[src/design/pqws_pkg.sv]
// ----------------------------------------------------------------------------
// pqws_pkg: shared types and constants for the priority queue with wait stats
// Item and result structs, cell control struct, opcodes, status codes and
// configuration register indexes.
// ----------------------------------------------------------------------------
package pqws_pkg;

    localparam int DEPTH           = 16;
    localparam int PRIORITY_LEVELS = 8;
    localparam int CNT_W           = $clog2(DEPTH + 1);

    // opcodes
    localparam logic [1:0] OP_INSERT = 2'd0;
    localparam logic [1:0] OP_REMOVE = 2'd1;
    localparam logic [1:0] OP_TEST   = 2'd2;
    localparam logic [1:0] OP_CLEAR  = 2'd3;

    // status codes
    localparam logic [1:0] STAT_OK    = 2'd0;
    localparam logic [1:0] STAT_EMPTY = 2'd1;
    localparam logic [1:0] STAT_FULL  = 2'd2;

    // configuration register indexes
    localparam logic [7:0] CFG_PRIORITY_MODE = 8'd0;
    localparam logic [7:0] CFG_HISTORY_LIMIT = 8'd1;

    localparam logic [15:0] HISTORY_LIMIT_RESET = 16'd1000;

    typedef struct packed {
        logic [1:0]  op;
        logic [15:0] patient_id;
        logic [2:0]  patient_priority;
        logic [31:0] now;
    } t_cmd;

    typedef struct packed {
        logic [1:0]  status;
        logic [15:0] removed_id;
        logic        found;
        logic [4:0]  queue_size;
        logic        head_valid;
        logic [15:0] head_id;
        logic [47:0] total_wait;
        logic [31:0] served_count;
        logic [39:0] size_sum;
        logic [15:0] samples_recorded;
    } t_result;

    typedef struct packed {
        logic [15:0] id;
        logic [2:0]  pri;
        logic [31:0] tstamp;
    } t_entry;

    // broadcast to every cell of the row
    typedef struct packed {
        logic        cmp;      // compare phase: latch insert-point flag
        logic        ins;      // update phase: open a slot and shift right
        logic        rem;      // update phase: shift left over the head
        logic        mode;     // priority ordering enabled
        logic [15:0] key_id;
        logic [2:0]  key_pri;
    } t_cell_ctrl;

endpackage

[src/design/pqws_cell.sv]
// ----------------------------------------------------------------------------
// pqws_cell: one slot of the shift-register queue
// Holds one entry, flags whether an insert lands here, and moves data to or
// from its neighbors on insert and removal.
// ----------------------------------------------------------------------------
module pqws_cell
    import pqws_pkg::*;
(
    input  logic       i_clk,
    input  t_cell_ctrl i_ctrl,
    input  logic       i_occupied,
    input  logic       i_at_tail,
    input  logic       i_ge_left,
    input  t_entry     i_new,
    input  t_entry     i_left,
    input  t_entry     i_right,
    output t_entry     o_entry,
    output logic       o_ge,
    output logic       o_match
);

    t_entry r_entry;
    logic   r_sel;

    always_ff @(posedge i_clk) begin
        if (i_ctrl.cmp) begin
            r_sel <= i_at_tail |
                     (i_occupied & i_ctrl.mode & (i_ctrl.key_pri > r_entry.pri));
        end
        if (i_ctrl.ins) begin
            if (i_ge_left) begin
                r_entry <= i_left;
            end else if (r_sel) begin
                r_entry <= i_new;
            end
        end else if (i_ctrl.rem) begin
            r_entry <= i_right;
        end
    end

    // insert point lies at or left of this cell
    assign o_ge    = i_ge_left | r_sel;
    assign o_match = i_occupied & (r_entry.id == i_ctrl.key_id);
    assign o_entry = r_entry;

endmodule

[src/design/pqws_chain.sv]
// ----------------------------------------------------------------------------
// pqws_chain: row of queue cells
// Wires DEPTH cells neighbor to neighbor, derives occupancy per slot and
// collects the membership hits.
// ----------------------------------------------------------------------------
module pqws_chain
    import pqws_pkg::*;
(
    input  logic             i_clk,
    input  t_cell_ctrl       i_ctrl,
    input  logic [CNT_W-1:0] i_count,
    input  t_entry           i_new,
    output t_entry           o_head,
    output logic             o_found
);

    t_entry           ent   [DEPTH];
    logic [DEPTH-1:0] ge;
    logic [DEPTH-1:0] match;

    for (genvar g = 0; g < DEPTH; g++) begin : g_cell
        t_entry left_ent;
        t_entry right_ent;
        logic   ge_left;

        if (g == 0) begin : g_first
            assign left_ent = i_new;
            assign ge_left  = 1'b0;
        end else begin : g_mid
            assign left_ent = ent[g-1];
            assign ge_left  = ge[g-1];
        end

        if (g == DEPTH - 1) begin : g_last
            assign right_ent = ent[g];
        end else begin : g_inner
            assign right_ent = ent[g+1];
        end

        pqws_cell u_cell (
            .i_clk      (i_clk),
            .i_ctrl     (i_ctrl),
            .i_occupied (CNT_W'(g) < i_count),
            .i_at_tail  (CNT_W'(g) == i_count),
            .i_ge_left  (ge_left),
            .i_new      (i_new),
            .i_left     (left_ent),
            .i_right    (right_ent),
            .o_entry    (ent[g]),
            .o_ge       (ge[g]),
            .o_match    (match[g])
        );
    end

    assign o_head  = ent[0];
    assign o_found = |match;

endmodule

[src/design/priority_queue_with_wait_stats.sv]
// ----------------------------------------------------------------------------
// priority_queue_with_wait_stats: stable priority queue with wait statistics
// An accepted item is compared on the accept edge and shifted on the update
//   edge, which also registers the result strobe. No new item is taken while busy,
//   which is high for the single update cycle between the compare edge and the shift edge
//   of the cell row. The receiver cannot stall: o_done lasts one cycle.
// Reset (synchronous, active low): queue empty, statistics zero, FIFO mode,
//   history limit 1000. Entry slots are not cleared; none is read unwritten.
// ----------------------------------------------------------------------------
module priority_queue_with_wait_stats
    import pqws_pkg::*;
(
    input  logic        i_clk,
    input  logic        i_rst_n,
    // command channel
    input  logic        start,
    output logic        busy,
    input  t_cmd        i_cmd,
    // result strobe
    output logic        o_done,
    output t_result     o_result,
    // configuration write channel
    input  logic        i_cfg_valid,
    output logic        o_cfg_ready,
    input  logic [7:0]  i_cfg_index,
    input  logic [15:0] i_cfg_data
);

    // two-phase sequencer
    localparam logic ST_IDLE = 1'b0;
    localparam logic ST_UPD  = 1'b1;

    logic r_state, n_state;
    logic r_done;

    // configuration
    logic        r_priority_mode;
    logic [15:0] r_history_limit;

    // item latched at accept
    logic [1:0]  r_op;
    t_entry      r_new;
    logic [31:0] r_wait;       // head wait, precomputed at accept
    logic        r_found;

    // queue state and statistics
    logic [CNT_W-1:0] r_count, n_count;
    logic [47:0]      r_total_wait, n_total_wait;
    logic [31:0]      r_served, n_served;
    logic [39:0]      r_size_sum, n_size_sum;
    logic [15:0]      r_samples, n_samples;

    // result fields latched on update
    logic [1:0]  r_status, n_status;
    logic [15:0] r_removed, n_removed;

    logic        accept;
    logic        cfg_we;
    logic        full, empty;
    logic [2:0]  key_pri;
    t_cell_ctrl  ctrl;
    t_entry      head;
    logic        chain_found;

    logic        take_sample;
    logic [48:0] wait_sum;
    logic [40:0] size_add;

    assign accept      = start & ~busy;
    assign busy        = (r_state == ST_UPD);
    assign o_cfg_ready = 1'b1;
    assign cfg_we      = i_cfg_valid & o_cfg_ready;

    assign full  = (r_count == CNT_W'(DEPTH));
    assign empty = (r_count == '0);

    // out-of-range priorities fold onto the top level
    assign key_pri = (32'(i_cmd.patient_priority) >= PRIORITY_LEVELS) ?
                     3'(PRIORITY_LEVELS - 1) : i_cmd.patient_priority;

    // compare on the accept edge, shift on the update edge
    always_comb begin
        ctrl.cmp     = accept;
        ctrl.ins     = busy & (r_op == OP_INSERT) & ~full;
        ctrl.rem     = busy & (r_op == OP_REMOVE) & ~empty;
        ctrl.mode    = r_priority_mode;
        ctrl.key_id  = i_cmd.patient_id;
        ctrl.key_pri = key_pri;
    end

    pqws_chain u_chain (
        .i_clk   (i_clk),
        .i_ctrl  (ctrl),
        .i_count (r_count),
        .i_new   (r_new),
        .o_head  (head),
        .o_found (chain_found)
    );

    always_comb begin
        n_state = r_state;
        case (r_state)
            ST_IDLE: begin
                if (accept) begin
                    n_state = ST_UPD;
                end
            end
            ST_UPD: begin
                n_state = ST_IDLE;
            end
            default: begin
                n_state = ST_IDLE;
            end
        endcase
    end

    // statistics and count for the update cycle
    always_comb begin
        n_count      = r_count;
        n_total_wait = r_total_wait;
        n_served     = r_served;
        n_size_sum   = r_size_sum;
        n_samples    = r_samples;
        n_status     = STAT_OK;
        n_removed    = '0;
        take_sample  = 1'b0;

        wait_sum = 49'(r_total_wait) + 49'(r_wait);

        case (r_op)
            OP_INSERT: begin
                if (full) begin
                    n_status = STAT_FULL;
                end else begin
                    n_count     = r_count + 1'b1;
                    take_sample = 1'b1;
                end
            end
            OP_REMOVE: begin
                if (empty) begin
                    n_status = STAT_EMPTY;
                end else begin
                    n_count      = r_count - 1'b1;
                    n_removed    = head.id;
                    n_total_wait = wait_sum[48] ? '1 : wait_sum[47:0];
                    n_served     = (r_served == '1) ? r_served : r_served + 1'b1;
                    take_sample  = 1'b1;
                end
            end
            OP_TEST: begin
                // read only
            end
            OP_CLEAR: begin
                n_count      = '0;
                n_total_wait = '0;
                n_served     = '0;
                n_size_sum   = '0;
                n_samples    = '0;
            end
            default: begin
                n_status = STAT_OK;
            end
        endcase

        // size sample uses the post-operation count
        size_add = 41'(r_size_sum) + 41'(n_count);
        if (take_sample && (r_samples < r_history_limit)) begin
            n_size_sum = size_add[40] ? '1 : size_add[39:0];
            n_samples  = r_samples + 1'b1;
        end
    end

    // control and statistics registers
    always_ff @(posedge i_clk) begin
        if (!i_rst_n) begin
            r_state         <= ST_IDLE;
            r_done          <= 1'b0;
            r_priority_mode <= 1'b0;
            r_history_limit <= HISTORY_LIMIT_RESET;
            r_count         <= '0;
            r_total_wait    <= '0;
            r_served        <= '0;
            r_size_sum      <= '0;
            r_samples       <= '0;
        end else begin
            r_state <= n_state;
            r_done  <= busy;
            if (cfg_we) begin
                if (i_cfg_index == CFG_PRIORITY_MODE) begin
                    r_priority_mode <= i_cfg_data[0];
                end else if (i_cfg_index == CFG_HISTORY_LIMIT) begin
                    r_history_limit <= i_cfg_data;
                end
            end
            if (busy) begin
                r_count      <= n_count;
                r_total_wait <= n_total_wait;
                r_served     <= n_served;
                r_size_sum   <= n_size_sum;
                r_samples    <= n_samples;
            end
        end
    end

    // item and result payload
    always_ff @(posedge i_clk) begin
        if (accept) begin
            r_op         <= i_cmd.op;
            r_new.id     <= i_cmd.patient_id;
            r_new.pri    <= key_pri;
            r_new.tstamp <= i_cmd.now;
            // entry stamped after now counts as zero wait
            r_wait       <= (i_cmd.now >= head.tstamp) ? i_cmd.now - head.tstamp : '0;
            r_found      <= chain_found & (i_cmd.op == OP_TEST);
        end
        if (busy) begin
            r_status  <= n_status;
            r_removed <= n_removed;
        end
    end

    // queue state is stable during the strobe cycle, so read it directly
    assign o_done = r_done;
    always_comb begin
        o_result.status           = r_status;
        o_result.removed_id       = r_removed;
        o_result.found            = r_found;
        o_result.queue_size       = 5'(r_count);
        o_result.head_valid       = ~empty;
        o_result.head_id          = empty ? '0 : head.id;
        o_result.total_wait       = r_total_wait;
        o_result.served_count     = r_served;
        o_result.size_sum         = r_size_sum;
        o_result.samples_recorded = r_samples;
    end

    // ---------------------------------------------------------------- checks
    a_busy_after_accept: assert property (@(posedge i_clk) disable iff (!i_rst_n)
        busy |-> $past(start && !busy))
        else $error("busy without a preceding accept");

    a_done_after_update: assert property (@(posedge i_clk) disable iff (!i_rst_n)
        o_done |-> $past(busy))
        else $error("result strobe without an update cycle");

    a_full_status: assert property (@(posedge i_clk) disable iff (!i_rst_n)
        (o_done && o_result.status == STAT_FULL) |-> (r_count == CNT_W'(DEPTH)))
        else $error("full status with room left");

    a_empty_status: assert property (@(posedge i_clk) disable iff (!i_rst_n)
        (o_done && o_result.status == STAT_EMPTY) |-> !o_result.head_valid)
        else $error("empty status with a head entry");

endmodule

[config.mk]
export PLATFORM = sky130hd
export DESIGN_NAME = priority_queue_with_wait_stats
export DESIGN_NICKNAME = d
export VERILOG_FILES = /design/src/design/pqws_pkg.sv /design/src/design/pqws_cell.sv /design/src/design/pqws_chain.sv /design/src/design/priority_queue_with_wait_stats.sv
export SDC_FILE = /design/constraint.sdc
export NUM_CORES = 2
export LEC_CHECK = 0
export BUFFER_PORTS_ARGS = -buffer_cell sky130_fd_sc_hd__clkbuf_2
export CAP_MARGIN = 20
export CORE_UTILIZATION = 55
export CTS_BUF_LIST = sky130_fd_sc_hd__clkbuf_4
export DETAILED_ROUTE_END_ITERATION = 10
export GPL_TIMING_DRIVEN = 0
export PLACE_DENSITY = 0.83
export SYNTH_ARGS = -nofsm -noshare
export SYNTH_HDL_FRONTEND = slang
export SYNTH_SLANG_ARGS = --single-unit
[constraint.sdc]
create_clock -name i_clk -period 8.6 [get_ports i_clk]
set_input_delay 1.29 -clock i_clk [delete_from_list [all_inputs] [get_ports i_clk]]
set_output_delay 1.29 -clock i_clk [all_outputs]
set_load 0.005 [all_outputs]
==> impl_results.md <==
- Run status: completed
- Syn Area/Cell: 10.1 um2
- Ys Warns: 0
- Die area: between 100000 and 150000 um2
- Dpl ws: around 2.3 ns
- Crit-path max cell delay: between 0.5 and 0.6 ns
- CTS max path bufs: 4
- Synth cell types: between 70 and 80
- 1st-iter DRT viols: a little under 7000
- # placed instances: between 7000 and 8000
- Post-Layout Cell Count: 8207
- Crit path kind: reg2reg
- Fin worst setup slack: between 2 and 2.5 ns
- Nets: 6818
- Asr flop ratio synth: 0%
- Hold-fix buffers, CTS: 0
- Worst setup EP type: register
- CP max-delay cell: nand2_1
- GP Congestion: between 1 and 1.5
- Post-route ant nets: 0
- Number of port buffers: around 260
- Endpoints failing hold: 0
- Core area: 109000 um2
- Critical path required time: about 9.5 ns
- R2R Setup Slk: 2.41 ns
- MaxCap Viol Count: 0
- M1 GR Usage: 50.0%
- Met2 Resource Use GR: a little over half
- Post-synth EDFFs: around 940
- WL/cell: ~25 um
- VDD IR max: approximately 130 uV
- Synthesized flop and latch total: 1096
- Critical path peak fanout: 20
- Seq/Total Area, Yosys: roughly 52%
- Leak Pwr: around 27 nW
- Relative slew slack: approximately 17%
- Drt pass-1 iters: 9
- Clock transition at path regs: ~0.07 ns
- Final Util: between 60% and 70%
- CTS tree: built
- Top_reg_cell synth: edfxtp_1
- Fraction of layout cells with a size suffix above 1: 12.9%
- Post-route clock period utilization: 71.9%
- Clk_skew: 0.132 ns
- Final setup viols: 0
- Via/cell ratio: roughly 6.4
- Post-Route WL: around 210000 um
- Initial antenna violation count: 3
- TritonCTS Buffers: 313
- Critical path arrival: just over 7 ns
- Die width: about 330 um
- # H-tree levels: 5
- FMAX: between 0.15 and 0.2 GHz
- Tightest Hold Check Type: in2reg
- Power density cells: 176 nW/um2
- Crit path top cell by count: buf_2
- Clock period minus worst slack: 6.19 ns
- CP startpoint kind: register
- DP HPWL: about 160000 um
- Final-report max-slew violation count: 0
- RSZ-0062 raised after global routing: false
- Clk Latency, worst-skew pair: 1.26 ns
- TritonCTS Sinks: approximately 1100
- Rows: roughly 120
- Initial core utilization: 55.4%
- Synth-to-layout area growth: 13.0%
- Die Y: around 330 um
- Tightest Pin Transition: 1.25 ns
- Via count: ~52000
- Post-cts sizing count: 0
- Root Driver: clkbuf_4
- Number of global-route vias before repair: roughly 50000
- Gr usage total: 36.7%
- Syn Nets: just over 6000
- Cell count after synthesis: 5973
- DRC: 0
- I/O pin total: 261
- Pin count of the biggest net entering global routing: 33
- CP Cell Sequence: buf_2 > or3_1 > clkbuf_1 > or4_1 > buf_2 > nor3_1 > buf_2 > nor3b_2 > nand2_1 > nor4_4 > buf_8 > buf_2 > a21oi_4 > buf_16 > buf_16
- Most Crowded Layer GR: met2
- Setup bufs post-CTS: 0
- Total gr overflow: 0
- Synthesized cell area: about 60000 um2
- First-pass GRT wire length: 308000 um
- Grt met3 use: 11.5%
==> report_power, final <==
group / internal, mW / switching, mW
sequential: 5.92 / 0.132
combinational: 0.395 / 0.839
clock: 2.39 / 2.34
total: 8.70 / 3.31
==> per-stage QoR <==
| stage | setup TNS (ns) | cell area (um2) | hold slack (ns) | total power, mW |
|---|---|---|---|---|
| after floorplan | 0 | 60300 | 0.445 | 6.84 |
| after global placement | -179.14 | 63400 | 0.447 | 7.29 |
| after detailed placement | 0 | 64500 | 0.460 | 7.34 |
| after CTS | 0 | 68000 | 0.137 | 12.0 |
| after global routing | 0 | 68100 | 0.183 | 12.4 |
| final | 0 | 68200 | 0.225 | 12.0 |
==> sequential cells by signal, indices dropped and copies added (netlist names), 16 cells and up <==
signal	cells
u_chain.g_cell.u_cell.o_entry	816
r_new	51
r_total_wait	48
r_size_sum	40
r_served	32
r_wait	32
r_history_limit	16
r_removed	16
r_samples	16
u_chain.g_cell.u_cell.r_sel	16
==> worst max-delay path: cells and delay by family, from the launching register on <==
family	cells	cell delay (ns)
DFF	1	0.35
and+or+nand+nor	6	2.57
AOI/OAI and AO/OA	1	0.31
buffers and inverters	8	2.60
==> logic make-up after synthesis <==
| group | count (synthesis) | share of synthesized area (%) |
|---|---|---|
| and+or+nand+nor | 1887 | 13.4 |
| DFF | 1096 | 51.9 |
| muxes | 686 | 11.5 |
| other | 1 | 0.00622 |
| xor gates and xnor gates | 338 | 4.91 |
| buffers and inverters | 573 | 3.69 |
| adders and majority gates | 142 | 2.98 |
| AOI/OAI and AO/OA | 1250 | 11.6 |
==> Yosys cell counts, drive strengths merged (51+ instances only) <==
library cell	instances	share of area (%)
nand2	1177	7.3
edfxtp	936	47
o21ai	770	6.4
mux2i	636	11
clkbuf	379	2.4
nor2	276	1.7
xor2	187	2.7
dfxtp	160	5.3
a21oi	154	1.3
xnor2	151	2.2
inv	143	0.89
ha	139	2.9
a31oi	120	1.2
nand3	91	0.76
nand4	65	0.67
nor3	54	0.45
buf	51	0.44
==> worst paths after layout <==
check,to,from,cells past startpoint
setup / recovery,u_chain.g_cell[15].u_cell.o_entry[2]$_DFFE_PP_,u_chain.g_cell[0].u_cell.r_sel$_DFFE_PP_,15
hold / removal,r_new[39]$_DFFE_PP_,i_cmd[39],1
setup reg to reg,u_chain.g_cell[15].u_cell.o_entry[2]$_DFFE_PP_,u_chain.g_cell[0].u_cell.r_sel$_DFFE_PP_,15
hold reg to reg,r_total_wait[16]$_SDFFE_PN0P_,r_total_wait[16]$_SDFFE_PN0P_,2
==> per-layer routing <==
metal	vias to the layer above	wire length [um]
met5	-	7
met4	2	10400
met3	541	29300
met2	3811	87600
met1	25300	80800
li1	22800	-
==> placed cells by master (no fill, tap or decap), types with 21 or more instances in the layout <==
cell / count
clkinv_1: 48
clkbuf_2: 258
a21o_1: 37
nor2b_1: 32
and3_1: 22
buf_2: 22
mux2_2: 49
ha_1: 139
a31oi_1: 119
clkbuf_1: 379
xnor2_1: 151
dfxtp_1: 160
nand2_1: 1177
edfxtp_1: 936
mux2i_1: 636
or3_1: 21
o21a_1: 30
nand4_1: 65
o21ai_0: 769
nor3_1: 52
and2_1: 49
nor4_1: 48
xor2_1: 187
inv_1: 143
nor2_1: 272
nand3_1: 91
a21oi_1: 144
clkbuf_4: 432
==> final cells by class <==
type / count / area, um2
fill: 8702 / 40700
tap: 1414 / 1770
clock buffer: 432 / 3240
multi-input combinational: 4304 / 27000
sequential: 1096 / 31300
inverter: 143 / 537
antenna: 14 / 35.0
clock inverter: 67 / 353
timing repair buffer: 307 / 2270
buffer: 430 / 1690
Power figures use the tool's default switching activity.
